File: src/sv/b32d_pkg.sv
// ============================================================================
// b32d_pkg: shared definitions for the bech32 address decoder
// Charset and prefix tables, status codes, result item and queue push types.
// ============================================================================
package b32d_pkg;

   // Address format limits
   localparam int CHECKSUM_SYMBOLS = 6;
   localparam int MAX_CHARS        = 90;
   localparam int MIN_CHARS        = 8;
   localparam int PREFIX_LEN       = 4;
   localparam int MIN_DATA_BYTES   = 2;
   localparam int MAX_DATA_BYTES   = 40;

   // State widths
   localparam int POS_W   = 7;
   localparam int LEN_W   = POS_W + 1;
   localparam int ACC_W   = 12;
   localparam int SYM_W   = 5;
   localparam int COUNT_W = 6;

   localparam logic [POS_W-1:0]   POS_MAX   = '1;
   localparam logic [COUNT_W-1:0] COUNT_MAX = '1;

   // Result queue
   localparam int RSP_DEPTH = 4;
   localparam int RSP_PTR_W = 2;
   localparam int RSP_CNT_W = 3;

   // Status and error codes
   localparam logic [2:0] STATUS_OK        = 3'd0;
   localparam logic [2:0] STATUS_BAD_PFX   = 3'd1;
   localparam logic [2:0] STATUS_BAD_LEN   = 3'd2;
   localparam logic [2:0] STATUS_BAD_CHAR  = 3'd3;
   localparam logic [2:0] STATUS_BAD_DATA  = 3'd4;

   // Result kinds
   localparam logic KIND_BYTE   = 1'b0;
   localparam logic KIND_STATUS = 1'b1;

   localparam logic [7:0] PREFIX [PREFIX_LEN] = '{"b", "c", "1", "q"};

   localparam logic [7:0] CHARSET [32] = '{
      "q", "p", "z", "r", "y", "9", "x", "8",
      "g", "f", "2", "t", "v", "d", "w", "0",
      "s", "3", "j", "n", "5", "4", "k", "h",
      "c", "e", "6", "m", "u", "a", "7", "l"
   };

   typedef struct packed {
      logic         kind;
      logic [7:0]   out_byte;
      logic [2:0]   status;
      logic [5:0]   program_length;
      logic         end_mark;
   } rsp_item_type;

   // Up to two results per character, in order: item[0] first
   typedef struct packed {
      logic [1:0]             count;
      rsp_item_type [1:0]     item;
   } rsp_push_type;

   // Returns {valid, symbol}; upper-case letters fold to lower case
   function automatic logic [SYM_W:0] symbol_lookup(input logic [7:0] c);
      logic [7:0]     folded;
      logic [SYM_W:0] result;
      folded = (c >= "A" && c <= "Z") ? c + 8'd32 : c;
      result = '0;
      for (int i = 0; i < 32; i++) begin
         if (folded == CHARSET[i]) begin
            result = {1'b1, SYM_W'(i)};
         end
      end
      return result;
   endfunction

endpackage

File: src/sv/b32d_if.sv
// ============================================================================
// b32d_req_if / b32d_rsp_if: valid/ready channels of the address decoder
// Character stream in, program bytes and status out.
// ============================================================================
interface b32d_req_if;
   logic       valid;
   logic       ready;
   logic [7:0] character;
   logic       final_char;

   modport source(output valid, character, final_char, input ready);
   modport sink(input valid, character, final_char, output ready);
endinterface

interface b32d_rsp_if;
   logic       valid;
   logic       ready;
   logic       kind;
   logic [7:0] out_byte;
   logic [2:0] status;
   logic [5:0] program_length;
   logic       end_mark;

   modport source(output valid, kind, out_byte, status, program_length, end_mark,
                  input ready);
   modport sink(input valid, kind, out_byte, status, program_length, end_mark,
                output ready);
endinterface

File: src/sv/b32d_core.sv
// ============================================================================
// b32d_core: character register and single-pass decode step
// Prefix check, charset map, checksum delay line, 5-to-8 regroup, status.
// ============================================================================
module b32d_core (
   input  logic                  clock,
   input  logic                  reset,
   b32d_req_if.sink              req_ch,
   input  logic                  room,
   output b32d_pkg::rsp_push_type push
);
   import b32d_pkg::*;

   localparam logic [POS_W-1:0] POS_DATA = POS_W'(PREFIX_LEN + CHECKSUM_SYMBOLS);

   // Input register
   logic       in_valid_ff, in_valid_in;
   logic [7:0] char_ff;
   logic       final_ff;
   logic       fire;

   // Decoder state
   logic [POS_W-1:0]   char_position_ff, char_position_in;
   logic [2:0]         error_code_ff, error_code_in;
   logic [SYM_W-1:0]   held_symbols_ff [CHECKSUM_SYMBOLS];
   logic [SYM_W-1:0]   held_symbols_in [CHECKSUM_SYMBOLS];
   logic [ACC_W-1:0]   bit_accumulator_ff, bit_accumulator_in;
   logic [2:0]         pending_bits_ff, pending_bits_in;
   logic [COUNT_W-1:0] data_byte_count_ff, data_byte_count_in;

   logic [LEN_W-1:0] len;
   logic [SYM_W:0]   sym;
   logic [3:0]       pb_sum;
   logic [2:0]       status;

   // Work on the held character only when the queue can take two results
   assign fire         = in_valid_ff && room;
   assign req_ch.ready = !in_valid_ff || fire;
   assign in_valid_in  = req_ch.valid ? 1'b1 : (in_valid_ff && !fire);

   always_ff @(posedge clock) begin
      if (reset) begin
         in_valid_ff <= 1'b0;
      end else begin
         in_valid_ff <= in_valid_in;
      end
      if (req_ch.valid && req_ch.ready) begin
         char_ff  <= req_ch.character;
         final_ff <= req_ch.final_char;
      end
   end

   // Decode step
   always_comb begin
      char_position_in   = char_position_ff;
      error_code_in      = error_code_ff;
      held_symbols_in    = held_symbols_ff;
      bit_accumulator_in = bit_accumulator_ff;
      pending_bits_in    = pending_bits_ff;
      data_byte_count_in = data_byte_count_ff;
      push               = '0;
      status             = STATUS_OK;
      pb_sum             = '0;
      len                = {1'b0, char_position_ff} + LEN_W'(1);
      sym                = symbol_lookup(char_ff);

      if (char_position_ff < POS_W'(PREFIX_LEN)) begin
         // Prefix; version byte 0 once it completes cleanly
         if (char_ff != PREFIX[char_position_ff[1:0]]) begin
            if (error_code_ff == STATUS_OK) begin
               error_code_in = STATUS_BAD_PFX;
            end
         end else if (char_position_ff == POS_W'(PREFIX_LEN - 1) &&
                      error_code_ff == STATUS_OK) begin
            push.item[0].kind = KIND_BYTE;
            push.count        = 2'd1;
         end
      end else if (!sym[SYM_W]) begin
         if (error_code_ff == STATUS_OK) begin
            error_code_in = STATUS_BAD_CHAR;
         end
      end else if (error_code_ff == STATUS_OK && len <= LEN_W'(MAX_CHARS)) begin
         // Symbol leaving the delay line goes into the regrouper
         if (char_position_ff >= POS_DATA) begin
            bit_accumulator_in = {bit_accumulator_ff[ACC_W-SYM_W-1:0],
                                  held_symbols_ff[CHECKSUM_SYMBOLS-1]};
            pb_sum = {1'b0, pending_bits_ff} + 4'd5;
            if (pb_sum >= 4'd8) begin
               pending_bits_in       = 3'(pb_sum - 4'd8);
               push.item[0].kind     = KIND_BYTE;
               push.item[0].out_byte = 8'(bit_accumulator_in >> pending_bits_in);
               push.count            = 2'd1;
               if (data_byte_count_ff != COUNT_MAX) begin
                  data_byte_count_in = data_byte_count_ff + COUNT_W'(1);
               end
            end else begin
               pending_bits_in = pb_sum[2:0];
            end
         end
         for (int i = CHECKSUM_SYMBOLS - 1; i > 0; i--) begin
            held_symbols_in[i] = held_symbols_ff[i-1];
         end
         held_symbols_in[0] = sym[SYM_W-1:0];
      end

      if (char_position_ff != POS_MAX) begin
         char_position_in = char_position_ff + POS_W'(1);
      end

      // Last character: status result, then clear for the next address
      if (final_ff) begin
         if (error_code_in == STATUS_BAD_PFX || len < LEN_W'(PREFIX_LEN)) begin
            status = STATUS_BAD_PFX;
         end else if (len < LEN_W'(MIN_CHARS) || len > LEN_W'(MAX_CHARS)) begin
            status = STATUS_BAD_LEN;
         end else if (error_code_in == STATUS_BAD_CHAR) begin
            status = STATUS_BAD_CHAR;
         end else if (data_byte_count_in < COUNT_W'(MIN_DATA_BYTES) ||
                      data_byte_count_in > COUNT_W'(MAX_DATA_BYTES)) begin
            status = STATUS_BAD_DATA;
         end else begin
            status = STATUS_OK;
         end
         push.item[push.count[0]].kind     = KIND_STATUS;
         push.item[push.count[0]].status   = status;
         push.item[push.count[0]].end_mark = 1'b1;
         if (status == STATUS_OK) begin
            push.item[push.count[0]].program_length = data_byte_count_in + COUNT_W'(1);
         end
         push.count         = push.count + 2'd1;
         char_position_in   = '0;
         error_code_in      = STATUS_OK;
         bit_accumulator_in = '0;
         pending_bits_in    = '0;
         data_byte_count_in = '0;
         for (int i = 0; i < CHECKSUM_SYMBOLS; i++) begin
            held_symbols_in[i] = '0;
         end
      end

      if (!fire) begin
         push.count = '0;
      end
   end

   always_ff @(posedge clock) begin
      if (reset) begin
         char_position_ff   <= '0;
         error_code_ff      <= STATUS_OK;
         bit_accumulator_ff <= '0;
         pending_bits_ff    <= '0;
         data_byte_count_ff <= '0;
         for (int i = 0; i < CHECKSUM_SYMBOLS; i++) begin
            held_symbols_ff[i] <= '0;
         end
      end else if (fire) begin
         char_position_ff   <= char_position_in;
         error_code_ff      <= error_code_in;
         bit_accumulator_ff <= bit_accumulator_in;
         pending_bits_ff    <= pending_bits_in;
         data_byte_count_ff <= data_byte_count_in;
         held_symbols_ff    <= held_symbols_in;
      end
   end

   // A status result ends the address and clears position and error
   a_final_clears: assert property (@(posedge clock) disable iff (reset)
      fire && final_ff |=> char_position_ff == '0 && error_code_ff == STATUS_OK)
      else $error("state not cleared after final character");

   // Only the final character can give two results
   a_two_only_final: assert property (@(posedge clock) disable iff (reset)
      fire && !final_ff |-> push.count <= 2'd1)
      else $error("two results without final character");

   // With two results the status comes second
   a_status_last: assert property (@(posedge clock) disable iff (reset)
      push.count == 2'd2 |-> push.item[1].kind == KIND_STATUS &&
                             push.item[0].kind == KIND_BYTE)
      else $error("result order wrong");

endmodule

File: src/sv/b32d_rsp_queue.sv
// ============================================================================
// b32d_rsp_queue: result queue
// Takes up to two results per cycle, hands out one per transfer.
// ============================================================================
module b32d_rsp_queue (
   input  logic                   clock,
   input  logic                   reset,
   input  b32d_pkg::rsp_push_type push,
   output logic                   room,
   b32d_rsp_if.source             rsp_ch
);
   import b32d_pkg::*;

   rsp_item_type         entry_ff [RSP_DEPTH];
   logic [RSP_PTR_W-1:0] wr_ptr_ff, wr_ptr_in;
   logic [RSP_PTR_W-1:0] rd_ptr_ff, rd_ptr_in;
   logic [RSP_CNT_W-1:0] count_ff, count_in;
   logic                 pop;
   rsp_item_type         head;

   // Room for the worst case of two results
   assign room = count_ff <= RSP_CNT_W'(RSP_DEPTH - 2);
   assign pop  = rsp_ch.valid && rsp_ch.ready;

   assign wr_ptr_in = wr_ptr_ff + RSP_PTR_W'(push.count);
   assign rd_ptr_in = rd_ptr_ff + RSP_PTR_W'(pop);
   assign count_in  = count_ff + RSP_CNT_W'(push.count) - RSP_CNT_W'(pop);

   always_ff @(posedge clock) begin
      if (reset) begin
         wr_ptr_ff <= '0;
         rd_ptr_ff <= '0;
         count_ff  <= '0;
      end else begin
         wr_ptr_ff <= wr_ptr_in;
         rd_ptr_ff <= rd_ptr_in;
         count_ff  <= count_in;
      end
      if (push.count != 2'd0) begin
         entry_ff[wr_ptr_ff] <= push.item[0];
      end
      if (push.count == 2'd2) begin
         entry_ff[wr_ptr_ff + RSP_PTR_W'(1)] <= push.item[1];
      end
   end

   // Head of queue drives the result channel
   assign head                  = entry_ff[rd_ptr_ff];
   assign rsp_ch.valid          = count_ff != '0;
   assign rsp_ch.kind           = head.kind;
   assign rsp_ch.out_byte       = head.out_byte;
   assign rsp_ch.status         = head.status;
   assign rsp_ch.program_length = head.program_length;
   assign rsp_ch.end_mark       = head.end_mark;

   // Never pushed beyond capacity
   a_no_overflow: assert property (@(posedge clock) disable iff (reset)
      push.count != 2'd0 |-> room)
      else $error("result queue overflow");

   // Occupancy tracks the pointers
   a_count_ptrs: assert property (@(posedge clock) disable iff (reset)
      RSP_PTR_W'(count_ff) == RSP_PTR_W'(wr_ptr_ff - rd_ptr_ff) &&
      count_ff <= RSP_CNT_W'(RSP_DEPTH))
      else $error("queue count out of step with pointers");

endmodule

File: src/sv/bech32_address_decoder.sv
// ============================================================================
// bech32_address_decoder: streaming decoder for bc1q segwit v0 addresses
// One character per transfer in; program bytes and a final status out.
// ============================================================================
//
//   channel   dir  handshake              payload
//   req_ch    in   valid/ready            character, final_char
//   rsp_ch    out  valid/ready            kind, out_byte, status,
//                                         program_length, end_mark
//
// One character per cycle while the queue has room: it is registered, decoded
// in one pass and its results are registered into a four-entry queue whose
// head drives rsp_ch. Each character gives at most one byte, the final one
// also a status, so the output channel (one result a cycle) sets the
// sustained rate. A stalled rsp_ch holds req_ch once the queue lacks room
// for two results. Synchronous reset clears state.
//
module bech32_address_decoder (
   input  logic       clock,
   input  logic       reset,
   b32d_req_if.sink   req_ch,
   b32d_rsp_if.source rsp_ch
);
   import b32d_pkg::*;

   rsp_push_type push;
   logic         room;

   b32d_core u_core (
      .clock  (clock),
      .reset  (reset),
      .req_ch (req_ch),
      .room   (room),
      .push   (push)
   );

   b32d_rsp_queue u_rsp_queue (
      .clock  (clock),
      .reset  (reset),
      .push   (push),
      .room   (room),
      .rsp_ch (rsp_ch)
   );

endmodule
File: src/flat_wrapper.sv
// flat-port wrapper written by rule: the top's interface ports become plain ports
module bech32_address_decoder_flat import b32d_pkg::*;
  (clock, reset, req_ch_valid, req_ch_character, req_ch_final_char, req_ch_ready, rsp_ch_valid, rsp_ch_kind, rsp_ch_out_byte, rsp_ch_status, rsp_ch_program_length, rsp_ch_end_mark, rsp_ch_ready);
  b32d_req_if req_ch_i ();
  b32d_rsp_if rsp_ch_i ();
  input  logic clock;
  input  logic reset;
  input wire logic [$bits(req_ch_i.valid)-1:0] req_ch_valid;
  input wire logic [$bits(req_ch_i.character)-1:0] req_ch_character;
  input wire logic [$bits(req_ch_i.final_char)-1:0] req_ch_final_char;
  output wire logic [$bits(req_ch_i.ready)-1:0] req_ch_ready;
  output wire logic [$bits(rsp_ch_i.valid)-1:0] rsp_ch_valid;
  output wire logic [$bits(rsp_ch_i.kind)-1:0] rsp_ch_kind;
  output wire logic [$bits(rsp_ch_i.out_byte)-1:0] rsp_ch_out_byte;
  output wire logic [$bits(rsp_ch_i.status)-1:0] rsp_ch_status;
  output wire logic [$bits(rsp_ch_i.program_length)-1:0] rsp_ch_program_length;
  output wire logic [$bits(rsp_ch_i.end_mark)-1:0] rsp_ch_end_mark;
  input wire logic [$bits(rsp_ch_i.ready)-1:0] rsp_ch_ready;
  assign req_ch_i.valid = req_ch_valid;
  assign req_ch_i.character = req_ch_character;
  assign req_ch_i.final_char = req_ch_final_char;
  assign req_ch_ready = req_ch_i.ready;
  assign rsp_ch_valid = rsp_ch_i.valid;
  assign rsp_ch_kind = rsp_ch_i.kind;
  assign rsp_ch_out_byte = rsp_ch_i.out_byte;
  assign rsp_ch_status = rsp_ch_i.status;
  assign rsp_ch_program_length = rsp_ch_i.program_length;
  assign rsp_ch_end_mark = rsp_ch_i.end_mark;
  assign rsp_ch_i.ready = rsp_ch_ready;
  bech32_address_decoder u_core (.clock(clock), .reset(reset), .req_ch(req_ch_i), .rsp_ch(rsp_ch_i));
endmodule
File: config.mk
export PLATFORM = sky130hd
export DESIGN_NAME = bech32_address_decoder_flat
export DESIGN_NICKNAME = d
export VERILOG_FILES = /design/src/sv/b32d_pkg.sv /design/src/sv/b32d_if.sv /design/src/sv/b32d_core.sv /design/src/sv/b32d_rsp_queue.sv /design/src/sv/bech32_address_decoder.sv /design/src/flat_wrapper.sv
export SDC_FILE = /design/constraint.sdc
export NUM_CORES = 1
export LEC_CHECK = 0
export BUFFER_PORTS_ARGS = -buffer_cell sky130_fd_sc_hd__buf_4
export CELL_PAD_IN_SITES_DETAIL_PLACEMENT = 1
export CELL_PAD_IN_SITES_GLOBAL_PLACEMENT = 1
export CORE_ASPECT_RATIO = 0.7
export CORE_MARGIN = 10
export CORE_UTILIZATION = 35
export DETAILED_ROUTE_END_ITERATION = 8
export PLACE_DENSITY_LB_ADDON = 0.05
export SYNTH_ARGS = -nofsm -noshare
export SYNTH_HDL_FRONTEND = slang
export SYNTH_SLANG_ARGS = --single-unit
File: constraint.sdc
create_clock -name clock -period 5.9 [get_ports clock]
set_input_delay 0.295 -clock clock [delete_from_list [all_inputs] [get_ports clock]]
set_output_delay 0.295 -clock clock [all_outputs]
set_load 0.1 [all_outputs]
==> impl_metrics.tcl <==
set metrics [dict create \
    status "finished, final reports clean" \
    drtAntennaViolNets 0 \
    slew_headroom 0.277 \
    critPathLaunch "u_core.u_core.char_ff[0]" \
    fin_crit_ns 5.00 \
    sw_frac_of_total 0.361 \
    dp.cells 1005 \
    io_buffers 33 \
    firstDrtPassIters 5 \
    critical_path_buf_inv_count 2 \
    ys_types 67 \
    fin_setup_tns_ns 0 \
    cp_max_fo 19 \
    antenna-diode-count 0 \
    r2r-end "u_core.u_rsp_queue.count_ff[2]" \
    intPower_mw 2.05 \
    crit_top_cell "ha_1" \
    rows 44 \
    worstMarginPinSlew_ns 1.08 \
    die_x_um 196 \
    synth_cells 733 \
    path_depth 17 \
    grt_pass1_vias 5948 \
    netlist_area_um2 7550 \
    fin_nets 777 \
    critPathCaptureType "flip-flop" \
    r2r-start "u_core.u_core.char_ff[0]" \
    crit_type "reg2reg" \
    htreeDepth 4 \
    drtIter0Drc 404 \
    start_kind "flip-flop" \
    clk_pin_slew_ns 0.07 \
    dieArea_um2 27900 \
    core_um2 21000 \
    synth_top_area_frac 0.322 \
    finalMaxSlewViolations 0 \
    reg2reg_setup_slack_ns 0.90 \
    wl_mm 20.6 \
    clock-sinks 145 \
    p_sw_mw 1.15 \
    cts_setup_buffers 0 \
    total_leakage_power_nw 3.10 \
    reg2regPathDepth 17 \
    routabilityCongestion 0.854 \
    finalCritPeriodShare 0.848 \
    synth_edf_count 81 \
    yosysMostFrequentCell "nor2_1" \
    skew_ns 0.0121 \
    grt_max_degree 36 \
    clockBufferDepth 2 \
    drc 0 \
    p_comb_frac 0.264 \
    crit_arrival_ns 5.32 \
    hold_path_class "in2reg" \
    clock_power_share 0.357 \
    slowest_stage "edfxtp_1" \
    crit_end "u_core.u_rsp_queue.count_ff[2]" \
    cts_buffers 17 \
    synth_common_cells "109 x nor2_1, 81 x edfxtp_1, 64 x dfxtp_1" \
    die_h_um 143 \
    wire_per_inst_um 19.8 \
    insertion_delay_ns 0.44 \
    maxCapViolations 0 \
    synth_largest_area_cell "edfxtp_1" \
    seq_power_share 0.379 \
    seq_area_frac_synth 0.492 \
    dr_total_vias 5650 \
    cts_root_buffer "clkbuf_16" \
    power_density_nw_per_um2 370 \
    critPathMaxStageDelay_ns 0.78 \
    hold_viol 0 \
    crit_path_cell_trace "nor3_1 -> o2bb2ai_1 -> o41ai_2 -> a211oi_1 -> o211a_2 -> nor2_1 -> a31oi_1 -> ha_1 -> nand2b_1 -> ha_1 -> inv_1 -> ha_1 -> inv_1 -> fa_1 -> xnor2_1 -> xnor2_1 -> nor2_1" \
    dp_hpwl_mm 14.5 \
    async_flop_share 0 \
    antenna_found_initial 0 \
    viasPerCell 5.44 \
    rsz0062_at_grt "no" \
    finalSetupViolations 0 \
    synth_flop_cell "edfxtp_1" \
    drive_gt1_frac 0.184 \
    start_util 0.360 \
    syn_nets 761 \
    peakVddDrop_mv 0.204 \
    io_pins 34 \
    max_freq_mhz 200 \
    grt_overflow 0 \
    cts_tree "yes" \
    final_cells 1038 \
    syn_to_final_growth_pct 14.5 \
    grt_use_total 0.152 \
    ys_ff_latch 145 \
    grt_pass1_wl_mm 33.9 \
    avgSynthCellArea_um2 10.3 \
    crit_family "compound AO/OA/AOI/OAI gates" \
    ys_top_cells_by_area "edfxtp_1 32%, dfxtp_1 17%, mux4_2 6.0%" \
    synth_warnings 0 \
    critPathRequiredTime_ns 6.22 \
]
-- sequential cells by signal (all words and copies together) (netlist names) --
| register | flops |
|---|---|
| u_core.u_core.char_position_ff | 7 |
| u_core.u_rsp_queue.rd_ptr_ff | 2 |
| u_core.u_core.char_ff | 8 |
| u_core.u_rsp_queue.entry_ff | 72 |
| u_core.u_core.final_ff | 1 |
| u_core.u_core.data_byte_count_ff | 6 |
| u_core.u_core.bit_accumulator_ff | 7 |
| u_core.u_core.pending_bits_ff | 3 |
| u_core.u_rsp_queue.count_ff | 3 |
| u_core.u_core.held_symbols_ff | 30 |
| u_core.u_rsp_queue.wr_ptr_ff | 2 |
| u_core.u_core.error_code_ff | 3 |
| u_core.u_core.in_valid_ff | 1 |
-- cell usage in the layout, fill, tap and decap left out, drive strengths merged, types with 6 or more instances in the layout --
cell type,Yosys,routed
nor2,109,109
edfxtp,81,81
dfxtp,64,64
nand2,47,47
buf,12,44
nor3,41,41
a21oi,37,37
inv,27,33
o21ai,29,29
o221a,26,26
clkbuf,36,22
mux4,20,20
a22oi,16,16
nand3,15,15
nor2b,14,14
xnor2,14,14
ha,14,14
xor2,12,12
mux2i,12,12
nand2b,10,10
nor4,9,9
and2,9,9
a211oi,7,7
mux2,6,6
a31oi,6,6
-- cells by family after synthesis --
| group | Yosys count | share of synthesized area |
|---|---|---|
| DFF | 145 | 0.492 |
| xor gates and xnor gates | 26 | 0.0302 |
| and+or+nand+nor | 278 | 0.173 |
| AOI/OAI and AO/OA | 156 | 0.152 |
| adders and majority gates | 15 | 0.0258 |
| muxes | 38 | 0.0845 |
| buffers and inverters | 75 | 0.0431 |
-- cell type report --
cell class	instances	area [um^2]
tap	276	345
inverter	27	101
fill	2281	12300
multi-input combinational	513	3520
sequential	145	3710
clock inverter	10	108
clock buffer	22	519
timing repair buffer	45	340
-- power groups by stage --
stage	sequential (mW)	clock, mW	combinational [mW]
6_report	1.21	1.14	0.845
5_1_grt	1.23	1.21	0.892
4_1_cts	1.22	1.17	0.857
3_5_place_dp	1.24	0	0.854
3_3_place_gp	1.24	0	0.850
2_1_floorplan	1.16	0	0.741
-- how the worst min path moves through the flow --
stage	from	end	slack [ns]	depth (start not counted)
2_1_floorplan	req_ch_character[0]	u_core.u_core.char_ff[0]	0.39	0
3_3_place_gp	u_core.u_core.held_symbols_ff[28]	u_core.u_core.held_symbols_ff[28]	0.47	2
3_5_place_dp	req_ch_character[4]	u_core.u_core.char_ff[4]	0.47	1
4_1_cts	req_ch_character[4]	u_core.u_core.char_ff[4]	0.0007	1
5_1_grt	req_ch_character[5]	u_core.u_core.char_ff[5]	0.007	1
6_report	req_ch_character[7]	u_core.u_core.char_ff[7]	0.03	1
-- timing repair --
item                                   CTS  global route
hold buffers                             1             0
endpoints found under the hold margin    1             0
resized for setup                        0             0
-- through the flow --
step	util	instance area [um^2]	power, mW	hold WS [ns]	setup WS (ns)
after global routing	0.412	8650	3.33	0.00656	0.363
after CTS	0.412	8650	3.24	0.000718	0.897
final	0.412	8650	3.20	0.0277	0.898
after detailed placement	0.382	8010	2.09	0.475	0.934
after global placement	0.382	8010	2.09	0.472	1.15
after floorplan	-	7550	1.90	0.394	1.77
-- per-layer routing --
metal  global-route usage  up-vias  routed length (um)
li1                     -     2751                   -
met1                0.214     2790               10500
met2                0.226       85                9150
met3               0.0353       24                 711
met4               0.0461        0                 239
met5                    0        -                   0
No activity file was read; power rests on OpenSTA's default activity.
